==> src/rtl/bfc_pkg.sv <==
// Shared types and constants for the bisynch reply frame checker.
// Used by bfc_cfg, bfc_parser and the top level; no dependencies.
package bfc_pkg;

	// Framing characters
	localparam logic [7:0] CHR_STX = 8'h02;
	localparam logic [7:0] CHR_ETX = 8'h03;

	// Count limit where the frame byte counter saturates
	localparam logic [7:0] CNT_MAX = 8'hFF;

	// Configuration register indexes
	localparam int unsigned CFG_IDX_W = 2;
	localparam logic [CFG_IDX_W-1:0] CFG_CMD_FIRST  = 2'd0;
	localparam logic [CFG_IDX_W-1:0] CFG_CMD_SECOND = 2'd1;
	localparam logic [CFG_IDX_W-1:0] CFG_MAX_LEN    = 2'd2;

	localparam logic [7:0] MAX_LEN_RST = 8'd99;

	// Frame status codes
	localparam logic [2:0] ST_OK       = 3'd0;
	localparam logic [2:0] ST_NOSTART  = 3'd1;
	localparam logic [2:0] ST_BADCMD   = 3'd2;
	localparam logic [2:0] ST_BADCHECK = 3'd3;
	localparam logic [2:0] ST_TOOLONG  = 3'd4;

	// Frame parser phase
	typedef enum logic [2:0] {
		PH_HUNT,
		PH_CMD1,
		PH_CMD2,
		PH_DATA,
		PH_BCC
	} phase_t;

	// Configuration register set
	typedef struct packed {
		logic [7:0] cmd_first;
		logic [7:0] cmd_second;
		logic [7:0] max_len;
	} cfg_t;

	// One result of the parser
	typedef struct packed {
		logic       valid;
		logic [7:0] data_byte;
		logic       data_valid;
		logic       frame_done;
		logic [2:0] frame_status;
	} res_t;

endpackage

==> src/rtl/bfc_cfg.sv <==
// Configuration registers of the reply frame checker.
// Depends on bfc_pkg for register indexes and the cfg_t struct.
module bfc_cfg (
	input  logic                          clk,
	input  logic                          arst_n,
	input  logic                          we,
	input  logic [bfc_pkg::CFG_IDX_W-1:0] addr,
	input  logic [7:0]                    wdata,
	output bfc_pkg::cfg_t                 cfg
);
	import bfc_pkg::*;

	cfg_t cfg_q;

	// Register write; unknown indexes are dropped
	always_ff @(posedge clk or negedge arst_n) begin
		if (!arst_n) begin
			cfg_q.cmd_first  <= 8'd0;
			cfg_q.cmd_second <= 8'd0;
			cfg_q.max_len    <= MAX_LEN_RST;
		end else if (we) begin
			case (addr)
				CFG_CMD_FIRST:  cfg_q.cmd_first  <= wdata;
				CFG_CMD_SECOND: cfg_q.cmd_second <= wdata;
				CFG_MAX_LEN:    cfg_q.max_len    <= wdata;
				default: ;
			endcase
		end
	end

	assign cfg = cfg_q;

endmodule

==> src/rtl/bfc_parser.sv <==
// Frame parser: phase state machine, running XOR check, byte count and
// command compare. Depends on bfc_pkg for phase_t, cfg_t and res_t.
module bfc_parser (
	input  logic           clk,
	input  logic           arst_n,
	input  logic           step,
	input  logic [7:0]     rx_byte,
	input  bfc_pkg::cfg_t  cfg,
	output bfc_pkg::res_t  res
);
	import bfc_pkg::*;

	phase_t     phase_q, phase_d;
	logic [7:0] acc_q, acc_d;
	logic [7:0] cnt_q, cnt_d;
	logic       mis_q, mis_d;

	// Start of frame handling: STX in hunt restarts the running state
	logic       hunt;
	logic       no_start;
	phase_t     eff_phase;
	logic [7:0] acc_base;
	logic [7:0] cnt_base;
	logic       mis_base;
	logic [7:0] cnt_inc;
	logic       too_long;

	assign hunt      = (phase_q == PH_HUNT);
	assign no_start  = hunt && (rx_byte != CHR_STX);
	assign eff_phase = hunt ? PH_CMD1 : phase_q;
	assign acc_base  = hunt ? 8'd0 : acc_q;
	assign cnt_base  = hunt ? 8'd0 : cnt_q;
	assign mis_base  = hunt ? 1'b0 : mis_q;
	assign cnt_inc   = (cnt_base < CNT_MAX) ? cnt_base + 8'd1 : cnt_base;
	assign too_long  = (cnt_inc >= cfg.max_len);

	// Next phase
	always_comb begin
		phase_d = phase_q;
		if (no_start) begin
			phase_d = PH_HUNT;
		end else if (too_long) begin
			phase_d = PH_HUNT;
		end else begin
			case (eff_phase)
				PH_CMD1: phase_d = (cnt_inc == 8'd1) ? PH_CMD1 : PH_CMD2;
				PH_CMD2: phase_d = PH_DATA;
				PH_DATA: phase_d = (rx_byte == CHR_ETX) ? PH_BCC : PH_DATA;
				default: phase_d = PH_HUNT;
			endcase
		end
	end

	// Datapath updates and result
	always_comb begin
		acc_d            = acc_q;
		cnt_d            = cnt_q;
		mis_d            = mis_q;
		res              = '0;
		res.frame_status = ST_OK;
		if (no_start) begin
			res.valid        = 1'b1;
			res.frame_done   = 1'b1;
			res.frame_status = ST_NOSTART;
		end else if (too_long) begin
			acc_d            = 8'd0;
			cnt_d            = 8'd0;
			mis_d            = 1'b0;
			res.valid        = 1'b1;
			res.frame_done   = 1'b1;
			res.frame_status = ST_TOOLONG;
		end else begin
			cnt_d = cnt_inc;
			acc_d = acc_base;
			mis_d = mis_base;
			case (eff_phase)
				PH_CMD1: begin
					if (cnt_inc != 8'd1) begin
						acc_d = acc_base ^ rx_byte;
						mis_d = mis_base | (rx_byte != cfg.cmd_first);
					end
				end
				PH_CMD2: begin
					acc_d = acc_base ^ rx_byte;
					mis_d = mis_base | (rx_byte != cfg.cmd_second);
				end
				PH_DATA: begin
					acc_d = acc_base ^ rx_byte;
					if (rx_byte != CHR_ETX) begin
						res.valid      = 1'b1;
						res.data_byte  = rx_byte;
						res.data_valid = 1'b1;
					end
				end
				PH_BCC: begin
					acc_d          = 8'd0;
					cnt_d          = 8'd0;
					mis_d          = 1'b0;
					res.valid      = 1'b1;
					res.frame_done = 1'b1;
					if (mis_base)
						res.frame_status = ST_BADCMD;
					else if (rx_byte != acc_base)
						res.frame_status = ST_BADCHECK;
				end
				default: begin
					acc_d = 8'd0;
					cnt_d = 8'd0;
					mis_d = 1'b0;
				end
			endcase
		end
	end

	// State registers, updated once per transaction
	always_ff @(posedge clk or negedge arst_n) begin
		if (!arst_n) begin
			phase_q <= PH_HUNT;
			acc_q   <= 8'd0;
			cnt_q   <= 8'd0;
			mis_q   <= 1'b0;
		end else if (step) begin
			phase_q <= phase_d;
			acc_q   <= acc_d;
			cnt_q   <= cnt_d;
			mis_q   <= mis_d;
		end
	end

	// Hunting means the running frame state has been cleared
	a_hunt_clear: assert property (@(posedge clk) disable iff (!arst_n)
		(phase_q == PH_HUNT) |-> (cnt_q == 8'd0 && acc_q == 8'd0 && !mis_q))
		else $error("frame state not cleared in hunt");

	// Data or check phase is reached only after STX and two command bytes
	a_data_cnt: assert property (@(posedge clk) disable iff (!arst_n)
		(phase_q == PH_DATA || phase_q == PH_BCC) |-> (cnt_q >= 8'd3))
		else $error("data phase with short byte count");

	// A payload result never ends a frame
	a_data_res: assert property (@(posedge clk) disable iff (!arst_n)
		(res.valid && res.data_valid) |-> (!res.frame_done && res.frame_status == ST_OK))
		else $error("payload result marked as frame end");

endmodule

==> src/rtl/bisynch_reply_frame_checker_top.sv <==
// Reply frame checker: a result reaches the output port through the input
// register, then the result register; one byte accepted per cycle with no
// bubbles while the output side keeps tready high. The input register and
// the result register each hold one transaction, so either side can stall
// alone.
// Asynchronous active-low reset returns to hunting for STX, clears the
// check state and loads register defaults (commands 0, length limit 99).
// Depends on bfc_pkg, bfc_cfg and bfc_parser.
module bisynch_reply_frame_checker_top (
	input  logic                          clk,
	input  logic                          arst_n,
	// Configuration write port
	input  logic                          cfg_we,
	input  logic [bfc_pkg::CFG_IDX_W-1:0] cfg_addr,
	input  logic [7:0]                    cfg_wdata,
	// Received bytes
	input  logic                          s_axis_tvalid,
	output logic                          s_axis_tready,
	input  logic [7:0]                    s_axis_tdata,   // [7:0] rx_byte
	// Results
	output logic                          m_axis_tvalid,
	input  logic                          m_axis_tready,
	output logic [15:0]                   m_axis_tdata,   // [7:0] data_byte, [10:8] frame_status
	output logic                          m_axis_tuser,   // [0] data_valid
	output logic                          m_axis_tlast    // frame_done
);
	import bfc_pkg::*;

	cfg_t       cfg;
	res_t       res;
	logic       valid_s1;
	logic [7:0] byte_s1;
	logic       step;
	logic       out_valid_s2;
	res_t       out_s2;

	bfc_cfg u_cfg (
		.clk    (clk),
		.arst_n (arst_n),
		.we     (cfg_we),
		.addr   (cfg_addr),
		.wdata  (cfg_wdata),
		.cfg    (cfg)
	);

	// The parser consumes the held byte when the result register has room
	assign step          = valid_s1 && (!out_valid_s2 || m_axis_tready);
	assign s_axis_tready = !valid_s1 || step;

	// Input register
	always_ff @(posedge clk or negedge arst_n) begin
		if (!arst_n) begin
			valid_s1 <= 1'b0;
		end else if (s_axis_tready) begin
			valid_s1 <= s_axis_tvalid;
		end
	end

	always_ff @(posedge clk) begin
		if (s_axis_tready && s_axis_tvalid)
			byte_s1 <= s_axis_tdata;
	end

	bfc_parser u_parser (
		.clk     (clk),
		.arst_n  (arst_n),
		.step    (step),
		.rx_byte (byte_s1),
		.cfg     (cfg),
		.res     (res)
	);

	// Result register
	always_ff @(posedge clk or negedge arst_n) begin
		if (!arst_n) begin
			out_valid_s2 <= 1'b0;
		end else if (step) begin
			out_valid_s2 <= res.valid;
		end else if (m_axis_tready) begin
			out_valid_s2 <= 1'b0;
		end
	end

	always_ff @(posedge clk) begin
		if (step && res.valid)
			out_s2 <= res;
	end

	assign m_axis_tvalid = out_valid_s2;
	assign m_axis_tdata  = {5'd0, out_s2.frame_status, out_s2.data_byte};
	assign m_axis_tuser  = out_s2.data_valid;
	assign m_axis_tlast  = out_s2.frame_done;

	// A held result is never overwritten before it is taken
	a_no_overwrite: assert property (@(posedge clk) disable iff (!arst_n)
		(out_valid_s2 && !m_axis_tready) |-> !step)
		else $error("result register overwritten while stalled");

	// Each output transaction is either payload or a frame end, never both
	a_kind: assert property (@(posedge clk) disable iff (!arst_n)
		m_axis_tvalid |-> (m_axis_tuser != m_axis_tlast))
		else $error("result neither payload nor frame end");

	// Input stage is freed whenever the parser consumes its byte
	a_in_free: assert property (@(posedge clk) disable iff (!arst_n)
		step |-> s_axis_tready)
		else $error("input stage blocked after consume");

endmodule
==> config.mk <==
export PLATFORM = sky130hd
export DESIGN_NAME = bisynch_reply_frame_checker_top
export DESIGN_NICKNAME = d
export VERILOG_FILES = /design/src/rtl/bfc_pkg.sv /design/src/rtl/bfc_cfg.sv /design/src/rtl/bfc_parser.sv /design/src/rtl/bisynch_reply_frame_checker_top.sv
export SDC_FILE = /design/constraint.sdc
export NUM_CORES = 1
export LEC_CHECK = 0
export ABC_CLOCK_PERIOD_IN_PS = 6700
export BUFFER_PORTS_ARGS = -buffer_cell sky130_fd_sc_hd__buf_2
export CAP_MARGIN = 15
export CORE_MARGIN = 1
export CORE_UTILIZATION = 45
export DETAILED_ROUTE_END_ITERATION = 16
export REMOVE_ABC_BUFFERS = 1
export SKIP_CTS_REPAIR_TIMING = 1
export SYNTH_ARGS = -nofsm -noshare
export SYNTH_HDL_FRONTEND = slang
export SYNTH_SLANG_ARGS = --single-unit
==> constraint.sdc <==
create_clock -name clk -period 6.7 [get_ports clk]
set_input_delay 1.005 -clock clk [delete_from_list [all_inputs] [get_ports clk]]
set_output_delay 1.005 -clock clk [all_outputs]
set_load 0.02 [all_outputs]
==> results.txt, run 1 <==
----------------------------------------------------
[Power]
  Internal portion of total power ... 0.852 mW
  Share of power burned in the clock network ... 29.0%
  Leakage power total ... 1.90 nW
  Switching power ... 0.457 mW
  Net switching share of the total power ... 34.9%
  Sequential group share of total power ... 44.1%
  Peak supply drop ... 169 uV
  Combinational cell fraction of total power ... 26.9%
  Total power per unit cell area ... 296 nW/um^2

[Cells and area]
  Layout-stage area growth over the synthesis result ... 9.49%
  Fraction of layout instances using a drive strength above 1 ... 24.8%
  Sequential cell area ... 1790 sq um
  Most frequent cells in the layout ... sky130_fd_sc_hd__dfrtp_1, sky130_fd_sc_hd__buf_2, sky130_fd_sc_hd__nand2_1, sky130_fd_sc_hd__mux2_2, sky130_fd_sc_hd__edfxtp_1
  Utilization after layout ... 50.9%
  Number of nets at the end of the flow ... 443
  Most frequent standard cell in the layout excluding fill and tap cells ... sky130_fd_sc_hd__dfrtp_1
  Fill cell total of the finished layout ... 835
  Multi-input logic area ... 2010 sq um
  N_diodes ... 0

[Drt]
  Remaining DRCs ... 0
  Total vias in the final route ... 3,012
  First-pass DRT Iterations ... 4
  WL/cell ... 16.9 um
  Antenna Violating Nets Remaining ... 0
  Initial DRC count ... 225
  Total Wirelength ... 8870 um
  Via density per instance ... 5.75

[Die]
  Number of primary I/O pins ... 43
  Core Box Area ... 8680 sq um
  Die Height ... 96.7 um
  DIE AREA ... 9340 sq um
  Initial cell density of the core ... 46.5%
  Chip Width ... 96.7 um
  Total number of placement rows ... 34

[Global route]
  Initial antenna violation count ... 0
  GRT Resource Usage Total ... 20.3%
  Global-route wire length before repair ... 15,100 um
  Leftover overflow at the end of global routing ... 0
  Vias in the first global route ... 2,969
  Pin count of the biggest net entering global routing ... 47

[Setup path]
  Endpoint kind of the worst setup timing path ... flip-flop
  Data arrival time of the critical path ... 5.16 ns
  Critical path fanouts, max ... 19
  Startpoint class of the critical path ... flip-flop
  Required time of the critical path ... 6.98 ns
  Setup Crit Path Kind ... flip-flop to flip-flop

[STA]
  Ratio of final minimum period to clock period ... 72.8%
  Time the final worst path needs with I/O delays and setup ... 4.88 ns
  F_max ... 205 MHz
  Final TNS setup ... 0 ns
  Worst slew margin relative to its limit ... 33.1%
  Worst clock skew ... 0.0108 ns
  Actual slew at the worst max-slew pin ... 1.00 ns
  Hold Fails Final Rpt ... 0
  Unrepaired setup endpoints after global routing ... no
  Final setup violation count ... 0
  Max-slew violation count ... 0

[Synthesis]
  Number of enable flip-flop cells after synthesis ... 21
  Ys flop type ... sky130_fd_sc_hd__dfrtp_1
  Share of synthesized area occupied by flip-flops and latches ... 44.3%
  Avg Inst Size Synth ... 10.4 sq um
  Seq cells post-synth ... 67
  Async set-or-reset flop fraction in the synthesized netlist ... 68.7%
  Number of warning messages in the yosys log ... 0
  Synthesized instance count ... 387
  Unique cell type count in the Yosys netlist ... 66
  Post-synthesis instance area ... 4030 sq um

[Placed design]
  Routability cong. ... 0.845
  Half-perimeter wire length of the detailed placement result ... 6430 um
  Port Buffer Count ... 37

[Clock network]
  H-tree levels ... 3
  Clock tree from TritonCTS ... built
  TritonCTS sink count ... 67
  Num CTS Buffers ... 9
  Number of buffers between clock root and the deepest sink ... 2
  CTS clock-pin slew for the worst setup and hold paths ... 0.08 ns
  CTS Root Cell ... sky130_fd_sc_hd__clkbuf_8
  Clock insertion delay at the later pin of the skew report ... 0.35 ns

[Status]
  Status ... completed

[Worst hold path]
  Hold crit path type ... flip-flop to flip-flop

[Job]
  Number of max-cap violations ... 0

----------------------------------------------------
-- cell usage after synthesis, drive strengths merged (3+ instances only) --
cell type,n,area [sq um]
xnor2,10,87.6
buf,18,151
xor2,17,149
nand2,29,109
a211oi,5,42.5
edfxtp,21,631
inv,12,45.0
a31oi,6,52.6
and2,15,95.1
nand3,12,60.1
nor3,11,70.1
a21o,3,22.5
nand2b,3,18.8
and3,4,26.3
clkbuf,14,52.6
nor2,19,71.3
o21a,3,22.5
dfstp,4,105
a21oi,16,91.3
and4,9,83.8
o21ai,16,80.1
o31ai,10,75.1
ha,9,113
nor4,6,43.8
a211o,12,105
nor2b,4,25.0
mux2,25,282
dfrtp,42,1050
-- sequential cells by signal, summed over array words and instances, names as in the netlist --
name	flops
byte_s1	8
m_axis_tdata	11
m_axis_tlast	1
m_axis_tvalid	1
u_parser.phase_q	3
m_axis_tuser	1
u_cfg.cfg	24
u_parser.acc_q	8
u_parser.cnt_q	8
valid_s1	1
u_parser.mis_q	1
-- cell families (layout without fill, tap and decap cells) --
family	count (synthesis)	after routing	share of synthesized area, %
buffers and inverters	44	69	6.17
adder cells (fa/ha/maj)	9	9	2.79
flip-flops	67	67	44.3
AND/OR/NAND/NOR	124	124	17.1
multiplexers	27	27	7.48
other	1	5	0.0930
AO/OA/AOI/OAI	88	88	16.2
XOR/XNOR	27	27	5.86
-- area by class of cell --
| cell class | count | share of cell area, % |
|---|---|---|
| Clock buffer | 9 | 2.81 |
| Clock inverter | 7 | 2.27 |
| Inverter | 12 | 1.02 |
| Multi-Input combinational cell | 280 | 45.6 |
| Sequential cell | 67 | 40.5 |
| Tap cell | 108 | 3.06 |
| Timing Repair Buffer | 41 | 4.82 |
-- through the flow --
stage	cells	hold slack [ns]	cell area (sq um)	setup WS, ns	power (mW)
after floorplan	359	0.479	3840	2.44	0.811
after CTS	522	0.524	4400	1.82	1.31
after global placement	506	0.492	4180	2.00	0.926
final	524	0.523	4420	1.82	1.31
after detailed placement	506	0.505	4180	1.82	0.933
after global routing	524	0.538	4420	1.39	1.38
-- worst max-delay path: stages, from the launching register on --
cell and delay [ns]:
sky130_fd_sc_hd__dfrtp_1 0.60, sky130_fd_sc_hd__or3_1 0.64, sky130_fd_sc_hd__and2_2 0.29, sky130_fd_sc_hd__ha_1 0.27, sky130_fd_sc_hd__and3_1 0.25, sky130_fd_sc_hd__and3_2 0.23
sky130_fd_sc_hd__xor2_1 0.20, sky130_fd_sc_hd__ha_1 0.26, sky130_fd_sc_hd__nand2b_1 0.15, sky130_fd_sc_hd__a2111oi_2 0.38, sky130_fd_sc_hd__o21bai_2 0.23, sky130_fd_sc_hd__a21oi_1 0.85
sky130_fd_sc_hd__and4_2 0.38, sky130_fd_sc_hd__a211o_1 0.09
-- power groups by stage --
| stage | clock, mW | combinational [mW] | sequential (mW) |
|---|---|---|---|
| after global routing | 0.401 | 0.393 | 0.588 |
| after global placement | 0 | 0.344 | 0.582 |
| after detailed placement | 0 | 0.348 | 0.585 |
| final | 0.380 | 0.352 | 0.577 |
| after CTS | 0.386 | 0.349 | 0.576 |
| after floorplan | 0 | 0.222 | 0.590 |
-- routing by layer --
metal | routed length, um | GRT usage (%) | vias to the layer above
met5 | 0 | 0 | -
met4 | 128 | 6.66 | 0
met3 | 425 | 3.47 | 14
met2 | 4200 | 33.7 | 93
met1 | 4120 | 27.1 | 1449
li1 | - | - | 1456
-- worst paths after layout --
kind                                     start           endpoint  slack [ns]  cells past startpoint
max                        u_parser.phase_q[0]  u_parser.acc_q[0]        1.82                     13
min                               u_cfg.cfg[3]       u_cfg.cfg[3]        0.52                      1
max reg2reg                u_parser.phase_q[0]  u_parser.acc_q[0]        1.82                     13
min reg2reg                       u_cfg.cfg[3]       u_cfg.cfg[3]        0.52                      1
max in group asynchronous               arst_n      u_cfg.cfg[11]        5.54                      2
min in group asynchronous               arst_n      m_axis_tvalid        0.74                      2
(Power assumes the default switching activity.)
==> run 2, diff against run 1 <==
--- a/config.mk
+++ b/config.mk
@@ -5,12 +5,13 @@
 export SDC_FILE = /design/constraint.sdc
 export NUM_CORES = 1
 export LEC_CHECK = 0
-export ABC_CLOCK_PERIOD_IN_PS = 6700
+export ABC_CLOCK_PERIOD_IN_PS = 4100
 export BUFFER_PORTS_ARGS = -buffer_cell sky130_fd_sc_hd__buf_2
 export CAP_MARGIN = 15
 export CORE_MARGIN = 1
 export CORE_UTILIZATION = 45
 export DETAILED_ROUTE_END_ITERATION = 16
+export PLACE_DENSITY = 0.66
 export REMOVE_ABC_BUFFERS = 1
 export SKIP_CTS_REPAIR_TIMING = 1
 export SYNTH_ARGS = -nofsm -noshare
==> constraint.sdc (replaced) <==
create_clock -name clk -period 4.1 [get_ports clk]
set_input_delay 0.615 -clock clk [delete_from_list [all_inputs] [get_ports clk]]
set_output_delay 0.615 -clock clk [all_outputs]
set_load 0.02 [all_outputs]
==> run 2 against run 1 <==
Net effect: combinational power rose by 83%; via count rose by 3.1%; cell count rose by 2.1%; count of clock-buffer cells in the layout did not move; setup slack got worse by 1.6 ns; highest routed layer unchanged; register-to-register slack got worse by 1.6 ns; core utilization rose by 0.91 points; routed wire length rose by 3.4%; fmax rose by 27%; hold slack got worse by 0.40 ns; largest power group unchanged.
==> results.txt, run 2 (same netlist as run 1, synthesis figures left out) <==
----------------------------------------------------
[Status]
  Status ... completed

[Clock network]
  Number of buffers between clock root and the deepest sink ... 2
  Clock insertion delay at the later pin of the skew report ... 0.35 ns
  CTS clock-pin slew for the worst setup and hold paths ... 0.08 ns
  H-tree levels ... 3
  CTS Root Cell ... sky130_fd_sc_hd__clkbuf_8
  Num CTS Buffers ... 9
  Clock tree from TritonCTS ... built
  TritonCTS sink count ... 67

[Die]
  Initial cell density of the core ... 46.5%
  Number of primary I/O pins ... 43
  Core Box Area ... 8680 sq um
  Total number of placement rows ... 34
  DIE AREA ... 9340 sq um
  Die Height ... 96.7 um
  Chip Width ... 96.7 um

[Setup path]
  Setup Crit Path Kind ... flip-flop to flip-flop
  Critical path fanouts, max ... 12
  Required time of the critical path ... 4.39 ns
  Endpoint kind of the worst setup timing path ... flip-flop
  Endpoint of the most critical register-to-register path ... u_parser.mis_q
  Data arrival time of the critical path ... 4.14 ns
  Logic depth of the worst register-to-register path ... 14
  Startpoint class of the critical path ... flip-flop
  Start of the worst register-to-register path ... u_parser.phase_q[2]
  Flop2flop setup slack ... 0.25 ns

[Drt]
  Total vias in the final route ... 3,105
  Initial DRC count ... 188
  First-pass DRT Iterations ... 5
  Antenna Violating Nets Remaining ... 0
  WL/cell ... 17.1 um
  Total Wirelength ... 9170 um
  Via density per instance ... 5.80
  Remaining DRCs ... 0

[Global route]
  Initial antenna violation count ... 0
  Global-route wire length before repair ... 15,400 um
  GRT Resource Usage Total ... 20.8%
  Vias in the first global route ... 3,035
  Leftover overflow at the end of global routing ... 0
  Pin count of the biggest net entering global routing ... 47

[Placed design]
  Post-Place Cells ... 517
  Routability cong. ... 0.832
  Half-perimeter wire length of the detailed placement result ... 6580 um
  Port Buffer Count ... 37

[Power]
  Net switching share of the total power ... 36.3%
  Peak supply drop ... 213 uV
  Leakage power total ... 1.95 nW
  Switching power ... 0.776 mW
  Share of power burned in the clock network ... 26.9%
  Combinational cell fraction of total power ... 30.2%
  Sequential group share of total power ... 42.9%
  Total power per unit cell area ... 475 nW/um^2
  Internal portion of total power ... 1.36 mW

[Cells and area]
  Multi-input logic area ... 2010 sq um
  Number of nets at the end of the flow ... 454
  Most frequent cells in the layout ... sky130_fd_sc_hd__dfrtp_1, sky130_fd_sc_hd__buf_2, sky130_fd_sc_hd__nand2_1, sky130_fd_sc_hd__mux2_2, sky130_fd_sc_hd__edfxtp_1
  Layout-stage area growth over the synthesis result ... 11.4%
  Post-Layout Cell Count ... 535
  Sequential cell area ... 1790 sq um
  Flip-flop count of the largest register after layout ... 24
  Fill cell total of the finished layout ... 801
  N_diodes ... 0
  Utilization after layout ... 51.8%
  Most frequent standard cell in the layout excluding fill and tap cells ... sky130_fd_sc_hd__dfrtp_1
  Fraction of layout instances using a drive strength above 1 ... 26.9%

[Worst hold path]
  Hold crit path type ... input port to async pin

[STA]
  Final TNS setup ... 0 ns
  Worst slew margin relative to its limit ... 43.2%
  Hold Fails Final Rpt ... 0
  Unrepaired setup endpoints after global routing ... no
  Time the final worst path needs with I/O delays and setup ... 3.85 ns
  Final setup violation count ... 0
  Actual slew at the worst max-slew pin ... 0.851 ns
  Max-slew violation count ... 0
  F_max ... 259 MHz
  Worst slack on hold paths ... 0.120 ns
  Ratio of final minimum period to clock period ... 94.0%
  Worst clock skew ... 0.0106 ns

[Job]
  Number of max-cap violations ... 0

----------------------------------------------------
==> run 2: cell types whose count changed in the layout (fill, tap and decap cells not counted) <==
cell and change:
sky130_fd_sc_hd__nor2_2 +1, sky130_fd_sc_hd__buf_4 +10, sky130_fd_sc_hd__bufinv_16 -1, sky130_fd_sc_hd__clkinv_2 -1
sky130_fd_sc_hd__clkinv_4 -2, sky130_fd_sc_hd__nor2_1 -1, sky130_fd_sc_hd__buf_12 +1, sky130_fd_sc_hd__clkinvlp_4 +1
sky130_fd_sc_hd__inv_6 +3
==> run 2: worst max-delay path: stages (launching register included) <==
cell and delay (ns):
sky130_fd_sc_hd__dfrtp_1 0.38, sky130_fd_sc_hd__or3_1 0.39, sky130_fd_sc_hd__and2_2 0.21, sky130_fd_sc_hd__ha_1 0.18, sky130_fd_sc_hd__buf_4 0.16, sky130_fd_sc_hd__nand3_1 0.12, sky130_fd_sc_hd__nor3_1 0.09, sky130_fd_sc_hd__nor3_1 0.28
sky130_fd_sc_hd__ha_1 0.30, sky130_fd_sc_hd__o21a_1 0.18, sky130_fd_sc_hd__a21o_1 0.17, sky130_fd_sc_hd__or2_1 0.32, sky130_fd_sc_hd__a21o_1 0.36, sky130_fd_sc_hd__a2111oi_0 0.46, sky130_fd_sc_hd__a221o_1 0.18
==> run 2: through the flow <==
| stage | setup WS (ns) | instance area, sq um | power (mW) |
|---|---|---|---|
| floorplan | -0.156 | 3840 | 1.33 |
| global placement | 0.362 | 4260 | 1.55 |
| detailed placement | 0.243 | 4260 | 1.57 |
| CTS | 0.214 | 4470 | 2.14 |
| global route | 0.0142 | 4490 | 2.25 |
| finish | 0.246 | 4490 | 2.14 |
==> run 2: power groups by stage <==
stage | clock network [mW] | registers, mW | logic [mW]
after floorplan | 0 | 0.963 | 0.363
after global placement | 0 | 0.923 | 0.624
after detailed placement | 0 | 0.929 | 0.638
after CTS | 0.583 | 0.916 | 0.641
after global routing | 0.611 | 0.934 | 0.704
final | 0.576 | 0.916 | 0.645
==> run 2: metal layers <==
| metal | up-vias | part of all wire [%] | wire length, um | GRT usage, % |
|---|---|---|---|---|
| met5 | - | 0 | 0 | 0 |
| met3 | 16 | 5.0 | 460 | 3.40 |
| met1 | 1502 | 46 | 4200 | 28.2 |
| met2 | 106 | 47 | 4340 | 33.2 |
| li1 | 1481 | - | - | - |
| met4 | 0 | 1.9 | 172 | 8.38 |
==> run 2: final cells by class <==
class                           count  share of cell area [%]
Multi-Input combinational cell    280                    44.8
Clock buffer                        9                    2.76
Inverter                           12                    1.00
Sequential cell                    67                    39.8
Clock inverter                      7                    1.81
Tap cell                          108                    3.01
Timing Repair Buffer               52                    6.85
==> run 2: how the worst max path moves through the flow <==
stage / start / end / slack [ns] / cells past startpoint
floorplan: u_parser.phase_q[0] / m_axis_tdata[0] / -0.16 / 12
global placement: u_parser.phase_q[2] / m_axis_tdata[6] / 0.36 / 12
detailed placement: u_parser.phase_q[2] / m_axis_tuser / 0.24 / 12
CTS: u_parser.phase_q[2] / m_axis_tdata[0] / 0.21 / 13
global route: u_parser.phase_q[0] / u_parser.mis_q / 0.01 / 15
finish: u_parser.phase_q[2] / u_parser.mis_q / 0.25 / 14
==> run 3, diff against run 2 <==
--- a/config.mk
+++ b/config.mk
@@ -6,10 +6,11 @@
 export NUM_CORES = 1
 export LEC_CHECK = 0
 export ABC_CLOCK_PERIOD_IN_PS = 4100
-export BUFFER_PORTS_ARGS = -buffer_cell sky130_fd_sc_hd__buf_2
+export BUFFER_PORTS_ARGS = -buffer_cell sky130_fd_sc_hd__clkbuf_2
 export CAP_MARGIN = 15
 export CORE_MARGIN = 1
 export CORE_UTILIZATION = 45
+export CTS_BUF_LIST = sky130_fd_sc_hd__clkbuf_4
 export DETAILED_ROUTE_END_ITERATION = 16
 export PLACE_DENSITY = 0.66
 export REMOVE_ABC_BUFFERS = 1
==> run 3 against run 2 <==
Net effect: clock power decreased by 25%; critical path depth unchanged; via count increased by 0.35%; critical endpoint unchanged; largest cell class unchanged.
==> results.txt, run 3 (same netlist as run 1, synthesis figures left out) <==
----------------------------------------------------
[Drt]
  Remaining DRCs ... 0
  Via density per instance ... 5.85
  Total Wirelength ... 9030 um
  First-pass DRT Iterations ... 5
  Total vias in the final route ... 3,116
  Antenna Violating Nets Remaining ... 0
  Initial DRC count ... 195
  WL/cell ... 16.9 um

[Job]
  Number of max-cap violations ... 0

[Power]
  Final total power ... 1.99 mW
  Share of power burned in the clock network ... 21.7%
  Peak supply drop ... 212 uV
  Leakage power total ... 1.92 nW
  Net switching share of the total power ... 37.1%
  Total power per unit cell area ... 451 nW/um^2
  Internal portion of total power ... 1.25 mW
  Combinational cell fraction of total power ... 32.1%
  Sequential group share of total power ... 46.2%
  Switching power ... 0.737 mW

[STA]
  Ratio of final minimum period to clock period ... 95.5%
  Final worst slack ... 0.186 ns
  Final setup violation count ... 0
  F_max ... 255 MHz
  Time the final worst path needs with I/O delays and setup ... 3.91 ns
  Worst slew margin relative to its limit ... 41.6%
  Actual slew at the worst max-slew pin ... 0.873 ns
  Worst clock skew ... 0.0135 ns
  Hold Fails Final Rpt ... 0
  Final TNS setup ... 0 ns
  Max-slew violation count ... 0
  Unrepaired setup endpoints after global routing ... no

[Setup path]
  Cell chain of the critical path ... or3_1, and2_2, ha_1, and3_1, and3_2, xor2_1, ha_1, nand2b_1, a2111oi_2, o21bai_2, buf_4, a21o_1, a2111oi_0, a221o_1
  Setup Crit Path Kind ... flip-flop to flip-flop
  Critical-path cell with the highest stage delay ... sky130_fd_sc_hd__a2111oi_0
  Family with the most delay on the worst path ... compound AO/OA/AOI/OAI gates
  Endpoint kind of the worst setup timing path ... flip-flop
  Sum of buffers and inverters on the critical path ... 1
  Critical path fanouts, max ... 12
  Startpoint class of the critical path ... flip-flop
  Start of the worst register-to-register path ... u_parser.phase_q[2]
  Dominant cell type by count on the critical path ... sky130_fd_sc_hd__ha_1
  Crit-path max cell delay ... 0.40 ns
  Logic depth of the worst setup path including buffers ... 14
  Logic depth of the worst register-to-register path ... 14
  Termination of the worst setup path ... u_parser.mis_q
  Flop2flop setup slack ... 0.19 ns
  Endpoint of the most critical register-to-register path ... u_parser.mis_q
  Critical Path Start ... u_parser.phase_q[2]
  Data arrival time of the critical path ... 4.28 ns
  Required time of the critical path ... 4.47 ns

[Placed design]
  Placed Area ... 4250 sq um
  Half-perimeter wire length of the detailed placement result ... 6390 um
  Port Buffer Count ... 37
  Minimum setup slack after placement ... 0.179 ns
  Routability cong. ... 0.867

[Global route]
  Pin count of the biggest net entering global routing ... 47
  Leftover overflow at the end of global routing ... 0
  Vias in the first global route ... 2,933
  GRT Resource Usage Total ... 20.2%
  Global-route wire length before repair ... 15,100 um
  Initial antenna violation count ... 0

[Cells and area]
  Most frequent cells in the layout ... sky130_fd_sc_hd__dfrtp_1, sky130_fd_sc_hd__clkbuf_2, sky130_fd_sc_hd__nand2_1, sky130_fd_sc_hd__mux2_2, sky130_fd_sc_hd__edfxtp_1
  Layout Cell Area excl Fill ... 4410 sq um
  N_diodes ... 0
  Layout-stage area growth over the synthesis result ... 9.31%
  Fill cell total of the finished layout ... 827
  Fraction of layout instances using a drive strength above 1 ... 26.6%
  Flip-flop count of the largest register after layout ... 24
  Most frequent standard cell in the layout excluding fill and tap cells ... sky130_fd_sc_hd__dfrtp_1
  Number of nets at the end of the flow ... 452
  Utilization after layout ... 50.8%

[Die]
  Chip Width ... 96.7 um
  DIE AREA ... 9340 sq um
  Core Box Area ... 8680 sq um
  Initial cell density of the core ... 46.5%
  Total number of placement rows ... 34
  Die Height ... 96.7 um
  Number of primary I/O pins ... 43

[Clock network]
  Clock tree from TritonCTS ... built
  CTS clock-pin slew for the worst setup and hold paths ... 0.11 ns
  H-tree levels ... 3
  Number of buffers between clock root and the deepest sink ... 2
  Clock insertion delay at the later pin of the skew report ... 0.43 ns
  CTS Root Cell ... sky130_fd_sc_hd__clkbuf_4
  TritonCTS sink count ... 67
  Num CTS Buffers ... 9

[Status]
  Status ... completed

[Worst hold path]
  Hold crit path type ... input port to async pin

----------------------------------------------------
==> run 3: cell count changes in the layout (fill, tap and decap cells not counted), sizes merged <==
| cell | change |
|---|---|
| buf | -39 |
| clkbuf | +37 |
| inv | -4 |
| clkinv | +4 |
==> run 3: stage by stage <==
step	hold WS [ns]	std cells
after floorplan	0.319	359
after global placement	0.492	516
after detailed placement	0.502	516
after CTS	0.285	532
after global routing	0.328	533
final	0.269	533
==> run 3: power groups by stage <==
stage / clock network [mW] / registers [mW] / logic (mW)
CTS: 0.437 / 0.918 / 0.633
global placement: 0 / 0.925 / 0.620
detailed placement: 0 / 0.932 / 0.629
floorplan: 0 / 0.963 / 0.363
finish: 0.431 / 0.918 / 0.638
global route: 0.466 / 0.933 / 0.700
==> run 3: worst min-delay path by stage <==
stage,start,end,depth (start not counted)
after global routing,arst_n,u_cfg.cfg[2],2
final,arst_n,u_cfg.cfg[2],2
after global placement,u_cfg.cfg[2],u_cfg.cfg[2],1
after CTS,arst_n,u_cfg.cfg[10],2
after detailed placement,u_cfg.cfg[4],u_cfg.cfg[4],1
after floorplan,arst_n,m_axis_tvalid,0
==> run 3: cell type report <==
type	count	area, sq um	share of cell area, %
clock buffer	9	67.6	1.53
multi-input combinational	280	2020	45.9
tap	108	135	3.07
sequential	67	1790	40.5
clock inverter	7	68.8	1.56
inverter	12	45.0	1.02
timing repair buffer	50	280	6.36
==> run 3: layer usage <==
layer / GRT usage (%) / share of wire, % / up-vias
li1: - / - / 1479
met1: 27.9 / 45 / 1491
met2: 31.5 / 47 / 136
met3: 3.61 / 6.5 / 10
met4: 7.81 / 1.4 / 0
met5: 0 / 0 / -
